[config.mk]
export PLATFORM = sky130hd
export DESIGN_NAME = imd_disk_image_track_parser
export DESIGN_NICKNAME = d
export VERILOG_FILES = /design/src/hw/rtl/imd_pkg.sv /design/src/hw/rtl/imd_sector_map.sv /design/src/hw/rtl/imd_parse_fsm.sv /design/src/hw/rtl/imd_out_stage.sv /design/src/hw/rtl/imd_disk_image_track_parser.sv
export SDC_FILE = /design/constraint.sdc
export NUM_CORES = 2
export LEC_CHECK = 0
export BUFFER_PORTS_ARGS = -buffer_cell sky130_fd_sc_hd__buf_2
export CORE_MARGIN = 5
export CORE_UTILIZATION = 55
export CTS_BUF_LIST = sky130_fd_sc_hd__clkbuf_16
export DETAILED_ROUTE_END_ITERATION = 10
export HOLD_SLACK_MARGIN = 0.05
export PLACE_DENSITY = 0.71
export SLEW_MARGIN = 25
export SYNTH_ARGS = -nofsm -noshare
export SYNTH_HDL_FRONTEND = slang
export SYNTH_SLANG_ARGS = --single-unit
[constraint.sdc]
create_clock -name clk_i -period 6.9 [get_ports clk_i]
set_input_delay 0.69 -clock clk_i [delete_from_list [all_inputs] [get_ports clk_i]]
set_output_delay 0.69 -clock clk_i [all_outputs]
set_load 0.03 [all_outputs]
[src/hw/rtl/imd_pkg.sv]
package imd_pkg;

  localparam logic [7:0] HeaderEnd   = 8'h1A;
  localparam int unsigned CylMapBit  = 7;
  localparam int unsigned HeadMapBit = 6;
  localparam logic [7:0] HeadMask    = 8'h3F;
  localparam logic [2:0] MaxSizeCode = 3'd6;
  localparam logic [13:0] BaseSize   = 14'd128;

  typedef enum logic [11:0] {
    PH_SKIP  = 12'b0000_0000_0001,
    PH_MODE  = 12'b0000_0000_0010,
    PH_CYL   = 12'b0000_0000_0100,
    PH_HEAD  = 12'b0000_0000_1000,
    PH_NSEC  = 12'b0000_0001_0000,
    PH_SIZE  = 12'b0000_0010_0000,
    PH_SMAP  = 12'b0000_0100_0000,
    PH_CMAP  = 12'b0000_1000_0000,
    PH_HMAP  = 12'b0001_0000_0000,
    PH_RTYPE = 12'b0010_0000_0000,
    PH_DATA  = 12'b0100_0000_0000,
    PH_FILL  = 12'b1000_0000_0000
  } phase_e;

  typedef enum logic [1:0] {
    KIND_DATA  = 2'd0,
    KIND_FILL  = 2'd1,
    KIND_UNAVL = 2'd2
  } kind_e;

  typedef struct packed {
    kind_e       kind;
    logic [7:0]  cylinder;
    logic [5:0]  head_number;
    logic [2:0]  size_code;
    logic [12:0] byte_offset;
    logic [7:0]  value;
    logic        last;
    logic [7:0]  max_cylinder;
    logic [5:0]  max_head;
    logic [7:0]  max_sectors;
  } result_t;

  typedef struct packed {
    logic       wr_en;
    logic [7:0] wr_idx;
    logic [7:0] wr_data;
    logic [7:0] rd_idx;
  } map_ctrl_t;

endpackage

[src/hw/rtl/imd_sector_map.sv]
module imd_sector_map #(
  parameter int unsigned MAP_DEPTH = 256
) (
  input  logic              clk_i,
  input  imd_pkg::map_ctrl_t ctrl_i,
  input  logic              rd_en_i,
  output logic [7:0]        rd_data_o
);
  import imd_pkg::*;

  localparam int unsigned AW = (MAP_DEPTH > 1) ? $clog2(MAP_DEPTH) : 1;

  logic [7:0] mem [MAP_DEPTH];
  logic       wr_in_range;
  logic       rd_in_range;
  logic [7:0] rd_data_q;

  assign wr_in_range = {1'b0, ctrl_i.wr_idx} < 9'(MAP_DEPTH);
  assign rd_in_range = {1'b0, ctrl_i.rd_idx} < 9'(MAP_DEPTH);

  always_ff @(posedge clk_i) begin
    if (ctrl_i.wr_en && wr_in_range) begin
      mem[ctrl_i.wr_idx[AW-1:0]] <= ctrl_i.wr_data;
    end
  end

  always_ff @(posedge clk_i) begin
    if (rd_en_i) begin
      rd_data_q <= rd_in_range ? mem[ctrl_i.rd_idx[AW-1:0]] : 8'd0;
    end
  end

  assign rd_data_o = rd_data_q;

endmodule

[src/hw/rtl/imd_parse_fsm.sv]
module imd_parse_fsm (
  input  logic                clk_i,
  input  logic                rst_ni,
  input  logic                accept_i,
  input  logic [7:0]          in_byte_i,
  input  logic                new_image_i,
  output logic                emit_o,
  output imd_pkg::result_t    result_o,
  output imd_pkg::map_ctrl_t  map_ctrl_o
);
  import imd_pkg::*;

  phase_e      phase_q, phase_d, ph;
  logic [7:0]  idx_q, idx_d, idx;
  logic [12:0] bc_q, bc_d, bc;
  logic [7:0]  cyl_q, cyl_d, cyl;
  logic [5:0]  hd_q, hd_d, hd;
  logic [7:0]  nsec_q, nsec_d, nsec;
  logic [2:0]  sz_q, sz_d, sz;
  logic        cmp_q, cmp_d, cmp;
  logic        hmp_q, hmp_d, hmp;
  logic [7:0]  mc_q, mc_d, mc;
  logic [5:0]  mh_q, mh_d, mh;
  logic [7:0]  ms_q, ms_d, ms;

  logic        idx_end;
  logic [8:0]  idx_inc;
  logic [13:0] size_bytes;
  logic        data_end;
  kind_e       kind;
  logic [12:0] offset;
  logic [7:0]  value;
  logic        last;

  always_comb begin
    if (new_image_i) begin
      ph = PH_SKIP; idx = '0; bc = '0; cyl = '0; hd = '0; nsec = '0; sz = '0;
      cmp = 1'b0; hmp = 1'b0; mc = '0; mh = '0; ms = '0;
    end else begin
      ph = phase_q; idx = idx_q; bc = bc_q; cyl = cyl_q; hd = hd_q; nsec = nsec_q;
      sz = sz_q; cmp = cmp_q; hmp = hmp_q; mc = mc_q; mh = mh_q; ms = ms_q;
    end
  end

  assign idx_inc    = {1'b0, idx} + 9'd1;
  assign idx_end    = idx_inc >= {1'b0, nsec};
  assign size_bytes = BaseSize << sz;
  assign data_end   = ({1'b0, bc} + 14'd1) >= size_bytes;

  always_comb begin
    phase_d = ph; idx_d = idx; bc_d = bc; cyl_d = cyl; hd_d = hd; nsec_d = nsec;
    sz_d = sz; cmp_d = cmp; hmp_d = hmp; mc_d = mc; mh_d = mh; ms_d = ms;
    emit_o = 1'b0;
    kind   = KIND_DATA;
    offset = '0;
    value  = '0;
    last   = 1'b0;
    map_ctrl_o.wr_en   = 1'b0;
    map_ctrl_o.wr_idx  = idx;
    map_ctrl_o.wr_data = in_byte_i;
    map_ctrl_o.rd_idx  = idx;
    unique case (ph)
      PH_SKIP: begin
        if (in_byte_i == HeaderEnd) phase_d = PH_MODE;
      end
      PH_MODE: phase_d = PH_CYL;
      PH_CYL: begin
        cyl_d   = in_byte_i;
        phase_d = PH_HEAD;
      end
      PH_HEAD: begin
        cmp_d   = in_byte_i[CylMapBit];
        hmp_d   = in_byte_i[HeadMapBit];
        hd_d    = 6'(in_byte_i & HeadMask);
        phase_d = PH_NSEC;
      end
      PH_NSEC: begin
        nsec_d  = in_byte_i;
        phase_d = PH_SIZE;
      end
      PH_SIZE: begin
        sz_d    = (in_byte_i > 8'(MaxSizeCode)) ? MaxSizeCode : in_byte_i[2:0];
        if (cyl > mc) mc_d = cyl;
        if (hd > mh) mh_d = hd;
        if (nsec > ms) ms_d = nsec;
        idx_d   = '0;
        phase_d = (nsec == 8'd0) ? PH_MODE : PH_SMAP;
      end
      PH_SMAP, PH_CMAP, PH_HMAP: begin
        map_ctrl_o.wr_en = (ph == PH_SMAP);
        if (idx_end) begin
          idx_d = '0;
          if (ph == PH_SMAP && cmp) phase_d = PH_CMAP;
          else if (ph != PH_HMAP && hmp) phase_d = PH_HMAP;
          else phase_d = PH_RTYPE;
        end else begin
          idx_d = idx_inc[7:0];
        end
      end
      PH_RTYPE: begin
        if (in_byte_i == 8'd0) begin
          emit_o  = 1'b1;
          kind    = KIND_UNAVL;
          last    = 1'b1;
          idx_d   = idx_end ? 8'd0 : idx_inc[7:0];
          phase_d = idx_end ? PH_MODE : PH_RTYPE;
        end else begin
          bc_d    = '0;
          phase_d = in_byte_i[0] ? PH_DATA : PH_FILL;
        end
      end
      PH_DATA: begin
        emit_o = 1'b1;
        kind   = KIND_DATA;
        offset = bc;
        value  = in_byte_i;
        last   = data_end;
        if (data_end) begin
          bc_d    = '0;
          idx_d   = idx_end ? 8'd0 : idx_inc[7:0];
          phase_d = idx_end ? PH_MODE : PH_RTYPE;
        end else begin
          bc_d = bc + 13'd1;
        end
      end
      PH_FILL: begin
        emit_o  = 1'b1;
        kind    = KIND_FILL;
        value   = in_byte_i;
        last    = 1'b1;
        idx_d   = idx_end ? 8'd0 : idx_inc[7:0];
        phase_d = idx_end ? PH_MODE : PH_RTYPE;
      end
      default: phase_d = PH_SKIP;
    endcase
  end

  assign result_o.kind         = kind;
  assign result_o.cylinder     = cyl;
  assign result_o.head_number  = hd;
  assign result_o.size_code    = sz;
  assign result_o.byte_offset  = offset;
  assign result_o.value        = value;
  assign result_o.last         = last;
  assign result_o.max_cylinder = mc;
  assign result_o.max_head     = mh;
  assign result_o.max_sectors  = ms;

  always_ff @(posedge clk_i or negedge rst_ni) begin
    if (!rst_ni) begin
      phase_q <= PH_SKIP;
      idx_q   <= '0;
      bc_q    <= '0;
      cyl_q   <= '0;
      hd_q    <= '0;
      nsec_q  <= '0;
      sz_q    <= '0;
      cmp_q   <= 1'b0;
      hmp_q   <= 1'b0;
      mc_q    <= '0;
      mh_q    <= '0;
      ms_q    <= '0;
    end else if (accept_i) begin
      phase_q <= phase_d;
      idx_q   <= idx_d;
      bc_q    <= bc_d;
      cyl_q   <= cyl_d;
      hd_q    <= hd_d;
      nsec_q  <= nsec_d;
      sz_q    <= sz_d;
      cmp_q   <= cmp_d;
      hmp_q   <= hmp_d;
      mc_q    <= mc_d;
      mh_q    <= mh_d;
      ms_q    <= ms_d;
    end
  end

endmodule

[src/hw/rtl/imd_out_stage.sv]
module imd_out_stage (
  input  logic             clk_i,
  input  logic             rst_ni,
  input  logic             load_i,
  input  logic             emit_i,
  input  imd_pkg::result_t result_i,
  input  logic             out_stall_i,
  output logic             out_valid_o,
  output imd_pkg::result_t result_o
);
  import imd_pkg::*;

  logic    valid_q, valid_d;
  result_t result_q;

  always_comb begin
    valid_d = valid_q;
    if (load_i) valid_d = emit_i;
    else if (!out_stall_i) valid_d = 1'b0;
  end

  always_ff @(posedge clk_i or negedge rst_ni) begin
    if (!rst_ni) begin
      valid_q <= 1'b0;
    end else begin
      valid_q <= valid_d;
    end
  end

  always_ff @(posedge clk_i) begin
    if (load_i && emit_i) begin
      result_q <= result_i;
    end
  end

  assign out_valid_o = valid_q;
  assign result_o    = result_q;

endmodule

[src/hw/rtl/imd_disk_image_track_parser.sv]
// Channel | Handshake              | Payload
// input   | in_valid_i, in_stall_o | in_byte_i, new_image_i
// output  | out_valid_o, out_stall_i | kind_o .. max_sectors_o, one result per transaction
// One byte per cycle while the input is not stalled: the parser state and the sector map advance in the accept cycle.
// A result appears in the output register in the cycle after its byte is accepted.
// The input stalls only while a held result is stalled downstream.
// Reset clears the parser state and the output valid; the sector map is not cleared.
module imd_disk_image_track_parser #(
  parameter int unsigned MAP_DEPTH = 256
) (
  input  logic        clk_i,
  input  logic        rst_ni,
  input  logic        in_valid_i,
  output logic        in_stall_o,
  input  logic [7:0]  in_byte_i,
  input  logic        new_image_i,
  output logic        out_valid_o,
  input  logic        out_stall_i,
  output logic [1:0]  kind_o,
  output logic [7:0]  cylinder_o,
  output logic [5:0]  head_number_o,
  output logic [7:0]  sector_id_o,
  output logic [2:0]  size_code_o,
  output logic [12:0] byte_offset_o,
  output logic [7:0]  value_o,
  output logic        last_o,
  output logic [7:0]  max_cylinder_o,
  output logic [5:0]  max_head_o,
  output logic [7:0]  max_sectors_o
);
  import imd_pkg::*;

  logic      accept;
  logic      emit;
  result_t   result;
  result_t   result_q;
  map_ctrl_t map_ctrl;
  map_ctrl_t map_ctrl_gated;

  assign in_stall_o = out_valid_o && out_stall_i;
  assign accept     = in_valid_i && !in_stall_o;

  imd_parse_fsm u_fsm (
    .clk_i,
    .rst_ni,
    .accept_i    (accept),
    .in_byte_i,
    .new_image_i,
    .emit_o      (emit),
    .result_o    (result),
    .map_ctrl_o  (map_ctrl)
  );

  always_comb begin
    map_ctrl_gated       = map_ctrl;
    map_ctrl_gated.wr_en = map_ctrl.wr_en && accept;
  end

  imd_sector_map #(.MAP_DEPTH(MAP_DEPTH)) u_map (
    .clk_i,
    .ctrl_i    (map_ctrl_gated),
    .rd_en_i   (accept && emit),
    .rd_data_o (sector_id_o)
  );

  imd_out_stage u_out (
    .clk_i,
    .rst_ni,
    .load_i      (accept),
    .emit_i      (emit),
    .result_i    (result),
    .out_stall_i,
    .out_valid_o,
    .result_o    (result_q)
  );

  assign kind_o         = result_q.kind;
  assign cylinder_o     = result_q.cylinder;
  assign head_number_o  = result_q.head_number;
  assign size_code_o    = result_q.size_code;
  assign byte_offset_o  = result_q.byte_offset;
  assign value_o        = result_q.value;
  assign last_o         = result_q.last;
  assign max_cylinder_o = result_q.max_cylinder;
  assign max_head_o     = result_q.max_head;
  assign max_sectors_o  = result_q.max_sectors;

`ifndef SYNTHESIS
  a_stall_only_when_held: assert property (@(posedge clk_i) disable iff (!rst_ni)
    in_stall_o |-> (out_valid_o && out_stall_i))
    else $error("input stalled without a held result");

  a_record_end: assert property (@(posedge clk_i) disable iff (!rst_ni)
    (out_valid_o && kind_o != KIND_DATA) |-> (last_o && byte_offset_o == 13'd0))
    else $error("fill or unavailable record not final");

  a_size_sat: assert property (@(posedge clk_i) disable iff (!rst_ni)
    out_valid_o |-> (size_code_o <= MaxSizeCode))
    else $error("size code above saturation");

  a_unavl_zero: assert property (@(posedge clk_i) disable iff (!rst_ni)
    (out_valid_o && kind_o == KIND_UNAVL) |-> (value_o == 8'd0))
    else $error("unavailable record carries a value");

  a_data_last: assert property (@(posedge clk_i) disable iff (!rst_ni)
    (out_valid_o && kind_o == KIND_DATA && last_o) |->
      ({1'b0, byte_offset_o} == (BaseSize << size_code_o) - 14'd1))
    else $error("last data byte at wrong offset");
`endif

endmodule

**Word level (Yosys, flattened, before mapping)**

Memories as Yosys holds them, arrays and structs flattened. A register that Yosys moved wholly into a read port is not among the register bits.
Index checks and enable logic that the tools add are counted.

- Register bits after elaboration: 146
- Memories kept: 1
- Bits of input ports: 13
- Logic and storage cells: 113
- Bits in writable memories: 2048

Memories:

| memory | depth | bits a word | rd ports | clocked after memory_dff | wr ports | line | RTL |
|---|---|---|---|---|---|---|---|
| u_map.mem | 256 | 8 | 1 | 1 | 1 | imd_sector_map.sv:13 | `logic [7:0] mem [MAP_DEPTH];` |

- Shift-type cells: 1
- Magnitude comparators: 6
- $add $sub $neg: 3
- Reductions and logical operators: 12
- Equal/unequal tests: 15
- Mux-type cells: 52

Operators with widths:

| operator | count |
|---|---|
| case mux 12 bit (10 select lines) | 1 |
| 2-to-1 mux 8 bit | 14 |
| 2-to-1 mux 12 bit | 7 |
| 2-to-1 mux 13 bit | 3 |
| case mux 8 bit (4 select lines) | 1 |
| 2-to-1 mux 6 bit | 5 |
| case mux 13 bit (2 select lines) | 1 |
| 2-to-1 mux 10 bit | 2 |
| greater-than comparator 8 bit | 2 |
| zero test 8 bit | 2 |
| adder 13 x 1 -> 14 bit (second input constant) | 1 |
| greater-or-equal comparator 14 bit | 1 |
| << shifter 8 x 3 -> 14 bit (first input constant) | 1 |
| adder 13 x 1 -> 13 bit (second input constant) | 1 |
| == test 12 x 1 -> 1 bit (second input constant) | 1 |
| == test 12 x 10 -> 1 bit (second input constant) | 1 |
| == test 12 x 11 -> 1 bit (second input constant) | 1 |
| == test 12 bit (second input constant) | 1 |
| == test 12 x 2 -> 1 bit (second input constant) | 1 |
| == test 12 x 3 -> 1 bit (second input constant) | 1 |
| == test 12 x 4 -> 1 bit (second input constant) | 1 |
| == test 12 x 5 -> 1 bit (second input constant) | 1 |
| == test 12 x 6 -> 1 bit (second input constant) | 1 |
| == test 12 x 7 -> 1 bit (second input constant) | 1 |
| other kinds (21) | 37 |

**Logic depth before layout (Yosys ltp)**

- Word-level depth: 7
- Gate-level depth with buffers: 22

**Cells and area by module**

From an unflattened synthesis, not the netlist that was laid out.

- Cell total of the unflattened synthesis: 4517
- Area total of the unflattened synthesis: 87679.1 µm²

Modules (own cells, without submodules):

| module | area each (µm²) | times used | cells each | seq. area each (µm²) |
|---|---|---|---|---|
| imd_sector_map | 79636.4 | 1 | 3733 | 61739.2 |
| imd_parse_fsm | 6079.6 | 1 | 712 | 2053.2 |
| imd_out_stage | 1936.9 | 1 | 67 | 1916.8 |
| imd_disk_image_track_parser | 26.3 | 1 | 5 | 0.0 |

**Worst setup path after synthesis**

Ideal clock, no wire load.

- Path kind: register to register
- Start point: register u_fsm.phase_q[3]
- End point: register u_map.rd_data_q[0] (netlist: u_map.rd_data_o[0]) (read register of u_map.mem) (enable)
- Stages on the path, launching flop included: 8
- Arrival time: 5103 ps
- Setup slack: 1296 ps
- Period minus slack after synthesis: 5604 ps
- Data required time: 6399 ps
- Library setup time: 501 ps
- Cell sequence: dfrtp_1 buf_6 or4_4 or4b_1 buf_2 nor4_4 nor2_1 nor2_1

- Cells in the longest elaborated chain, start to end: 5

Ends and longest elaborated chain:

| element | line | RTL |
|---|---|---|
| start: declaration | imd_parse_fsm.sv:13 | `phase_e phase_q, phase_d, ph;` |
| start signal: assignment | imd_parse_fsm.sv:164 | `phase_q <= phase_d;` |
| 2-to-1 mux 12 bit (*) | imd_parse_fsm.sv:36 | `if (new_image_i) begin` |
| == test 12 bit / == test 12 x 11 -> 1 bit (equally long branches) | imd_parse_fsm.sv:62 | `unique case (ph)` |
| OR reduction 2 bit (no line) | n/a |  |
| case mux 1 bit (2 select lines) (*) | imd_parse_fsm.sv:62 |  |
| logical AND 1 bit (*) | imd_disk_image_track_parser.sv:62 | `.rd_en_i (accept && emit),` |
| named net u_map.rd_en_i | imd_sector_map.sv:6 | `input logic rd_en_i,` |
| end: declaration | imd_sector_map.sv:16 | `logic [7:0] rd_data_q;` |

The timed path passes the listed nets; every way through them passes the cells marked *.
A chain may end at the register's enable or synchronous reset.

**Worst setup path after layout**

- Start point: register u_fsm.idx_q[0]
- End point: register u_fsm.idx_q[6]

- Cells in the longest elaborated chain, start to end: 6

Ends and longest elaborated chain:

| element | line | RTL |
|---|---|---|
| start: declaration | imd_parse_fsm.sv:14 | `logic [7:0] idx_q, idx_d, idx;` |
| start signal: assignment | imd_parse_fsm.sv:165 | `idx_q <= idx_d;` |
| 2-to-1 mux 8 bit (*) | imd_parse_fsm.sv:36 |  |
| adder 8 x 1 -> 9 bit (*) | imd_parse_fsm.sv:45 | `assign idx_inc = {1'b0, idx} + 9'd1;` |
| greater-or-equal comparator 9 x 8 -> 1 bit | imd_parse_fsm.sv:46 | `assign idx_end = idx_inc >= {1'b0, nsec};` |
| 2-to-1 mux 8 bit (*) | n/a |  |
| 2-to-1 mux 8 bit (on tied branches) | imd_parse_fsm.sv:118, imd_parse_fsm.sv:101 |  |
| case mux 8 bit (4 select lines) (*) | imd_parse_fsm.sv:62 |  |

Every way passes the cells marked *; elsewhere a longest branch is shown, timed or not.

==> flow_summary.toml <==
[detailed_routing]
ant_nets = 0
vias = 57580
wl_per_cell_um = 29.42
routed_via_density = 6.564
drt_iter0_drc = 9385
routed_wl_mm = 258.1
post-route-drc-count = 0
first_pass_iters = 6

[cts]
cts_tree = "built"
clk_pin_slew_ns = 0.06
clockRootBuffer = "clkbuf_16"
cts_sinks = 2202
htreeDepth = 4
postCtsSetupBuffers = 0
cts_buffers = 212
clk_latency_ns = 0.88
ctsLongestPathBuffers = 3
cts_resized = 0

[setup_path]
worstReg2RegEnd = "u_fsm.idx_q[6]"
r2r_slack_ns = 1.43
worstRegToRegCells = 16
critPathLaunchType = "register"
path_class = "reg -> reg"
crit_path_end_kind = "register"
regToRegStartpoint = "u_fsm.idx_q[0]"
crit_start = "u_fsm.idx_q[0]"
cp.arrival_ns = 6.26
cp_max_fo = 70
worstPathRequired_ns = 7.69

[yosys]
synth_seq_cells = 2202
synth_fp_nets = 6462
synth_seq_area_share_pct = 73.49
synthFlopType = "edfxtp_1"
synth_area_leaders = "edfxtp_1, nand2_1, dfrtp_1, mux2i_1, a211oi_1"
avgSynthCellArea_um2 = 13.95
synthArstFlopShare_pct = 3.769
netlist_instances = 6408
synth_area_leader_cell = "edfxtp_1"
synth_edf_count = 2119
ys_warn_count = 0
yosysTopAreaCellShare_pct = 71.17
synth_area_mm2 = 0.08941
synth.distinct_cells = 83

[cells_and_area]
fin_cells = 8772
area_growth_pct = 10.58
drive_gt1_share_pct = 9.584
nNetsFinal = 6468

[sta]
slew-limit-headroom_pct = 13.58
setup_viol = 0
finalCriticalPeriod_ns = 5.468
fin_crit_sh_pct = 79.24
tightest_slew_ns = 1.296
slew_viol_final = 0
fmax_ghz = 0.1829
timing.final.hold_violations = 0
rsz0062_at_grt = "no"
clock_skew_ns = 0.04594
setup_tns_ns = 0

[pwr]
irDropWorstVdd_mv = 0.2217
cellPowerDensity_mw_per_mm2 = 261.2
p_leak_nw = 32.34

[floorplanning]
die_x_um = 413.2
core_area_mm2 = 0.1622
floorplan.initialDensity_pct = 55.12
die_h_um = 413.2
core.rowCount = 148
die_area_mm2 = 0.1707
io_pins = 86

[job]
max_cap_viol_count = 0

[place]
place_congestion = 0.9170
hpwl_mm = 151.7
port_buffers = 85
dp.cells = 8373

[global_route]
grt-ovfl-total = 0
grt_max_degree = 194
track_usage_pct = 29.90
grt_antenna_before_repair = 11
grt_pass1_vias = 54470
grt_pass1_wl_mm = 373.3

[outcome]
status = "completed"

[hold_path]
min_from = "in_byte_i[3]"
whs_endpoint = "u_map.mem[138][3]"
hold_depth = 1
holdCritPathClass = "in -> reg"
[synth_stat cells, types with 124 or more instances]
cell type / number
a211oi_1: 234
a21oi_1: 251
a31oi_1: 231
buf_1: 124
clkbuf_1: 227
edfxtp_1: 2119
mux2i_1: 200
nand2_1: 1159
nand3_1: 236
nor2_1: 314
nor2b_1: 260
o21ai_0: 148
[critical path: stages, from the launching register on]
cell and delay (ns):
dfrtp_4 0.78, nand2b_4 0.47, inv_8 0.55, ha_1 0.48, nand2_1 0.14, buf_4 0.24, or3_1 0.41, nand2_1 0.09
ha_1 0.23, and4_1 0.21, a21oi_1 0.17, o221ai_1 0.14, a31oi_1 0.63, o311ai_4 0.33, a31oi_1 0.23, o21ai_1 0.08
o21ai_0 0.10
[flip-flops by register name, summed over array words and instances (netlist names), 6 cells and up]
register / cells
u_fsm.bc_q: 13
u_fsm.cyl_q: 8
u_fsm.hd_q: 6
u_fsm.idx_q: 8
u_fsm.mc_q: 8
u_fsm.mh_q: 6
u_fsm.ms_q: 8
u_fsm.nsec_q: 8
u_fsm.phase_q: 12
u_map.mem: 2048
u_map.rd_data_o: 8
u_out.result_o: 63
[cells in the final DEF, fill, tap and decap left out, drive strengths merged, types with 20 or more instances in the layout]
| master | instances |
|---|---|
| inv | 117 |
| mux2 | 65 |
| mux2i | 200 |
| and2 | 33 |
| nand3 | 236 |
| nand2 | 1160 |
| a22o | 38 |
| nor2b | 260 |
| a21oi | 253 |
| edfxtp | 2119 |
| a311oi | 117 |
| buf | 220 |
| a31oi | 231 |
| nor4 | 26 |
| clkinv | 88 |
| ha | 41 |
| a211oi | 234 |
| mux4 | 27 |
| o22ai | 39 |
| a22oi | 47 |
| nor2 | 314 |
| clkbuf | 213 |
| o21ai | 160 |
| dfrtp | 82 |
| nor3 | 20 |
[how the worst max path moves through the flow]
stage                    endpoint  slack (ns)
6_report           u_fsm.idx_q[6]        1.43
3_3_place_gp       u_fsm.idx_q[6]        1.36
2_1_floorplan  u_map.rd_data_o[0]        1.30
5_1_grt            u_fsm.idx_q[6]        1.06
4_1_cts            u_fsm.idx_q[6]        1.55
3_5_place_dp       u_fsm.idx_q[6]        1.38
[logic make-up after synthesis]
| kind of cell | count (synthesis) | share of synthesized area, % |
|---|---|---|
| compound gates | 1249 | 9.361 |
| xor+xnor | 12 | 0.1175 |
| fa+ha+maj | 41 | 0.5737 |
| buf+inv | 475 | 2.120 |
| flops | 2202 | 73.49 |
| mux | 292 | 3.738 |
| simple gates | 2137 | 10.60 |
[stage by stage]
| step | util [%] | total power, mW | setup slack [ns] | hold WS [ns] | cell area [um2] |
|---|---|---|---|---|---|
| 6_report | 60.95 | 25.83 | 1.432 | 0.2032 | 98870 |
| 5_1_grt | 60.93 | 26.45 | 1.061 | 0.1751 | 98840 |
| 4_1_cts | 60.93 | 25.88 | 1.547 | 0.1521 | 98830 |
| 3_5_place_dp | 56.92 | 15.22 | 1.384 | 0.4912 | 92330 |
| 3_3_place_gp | 56.91 | 15.21 | 1.359 | 0.4744 | 92320 |
| 2_1_floorplan | - | 14.95 | 1.296 | 0.3944 | 89410 |
[layer usage]
layer	vias to the layer above	GRT usage, %	routed length, um
met2	4054	44.59	115500
met3	774	8.190	33540
met1	28430	41.57	95850
met4	0	13.30	13210
met5	-	0	0
li1	24320	-	-
[report_power, final]
group | internal [mW] | switching, mW
combinational | 0.0277 | 0.276
sequential | 14.6 | 0.00152
clock | 5.88 | 5.00
total | 20.6 | 5.27
[layout make-up]
cell class | instances | area (um2)
Sequential cell | 2202 | 65720
Timing Repair Buffer | 223 | 1817
Clock buffer | 212 | 5305
Multi-Input combinational cell | 3731 | 21920
Antenna cell | 13 | 32.53
Fill cell | 11930 | 63350
Clock inverter | 172 | 1174
Tap cell | 2175 | 2721
Inverter | 44 | 180.2
[what timing repair did]
item / 4_1_cts / 5_1_grt
hold endpoints to repair: 13 / 0
endpoints found under the setup margin: 0 / 0
hold buffers: 2 / 0
No activity file was read; power rests on OpenSTA's default activity.
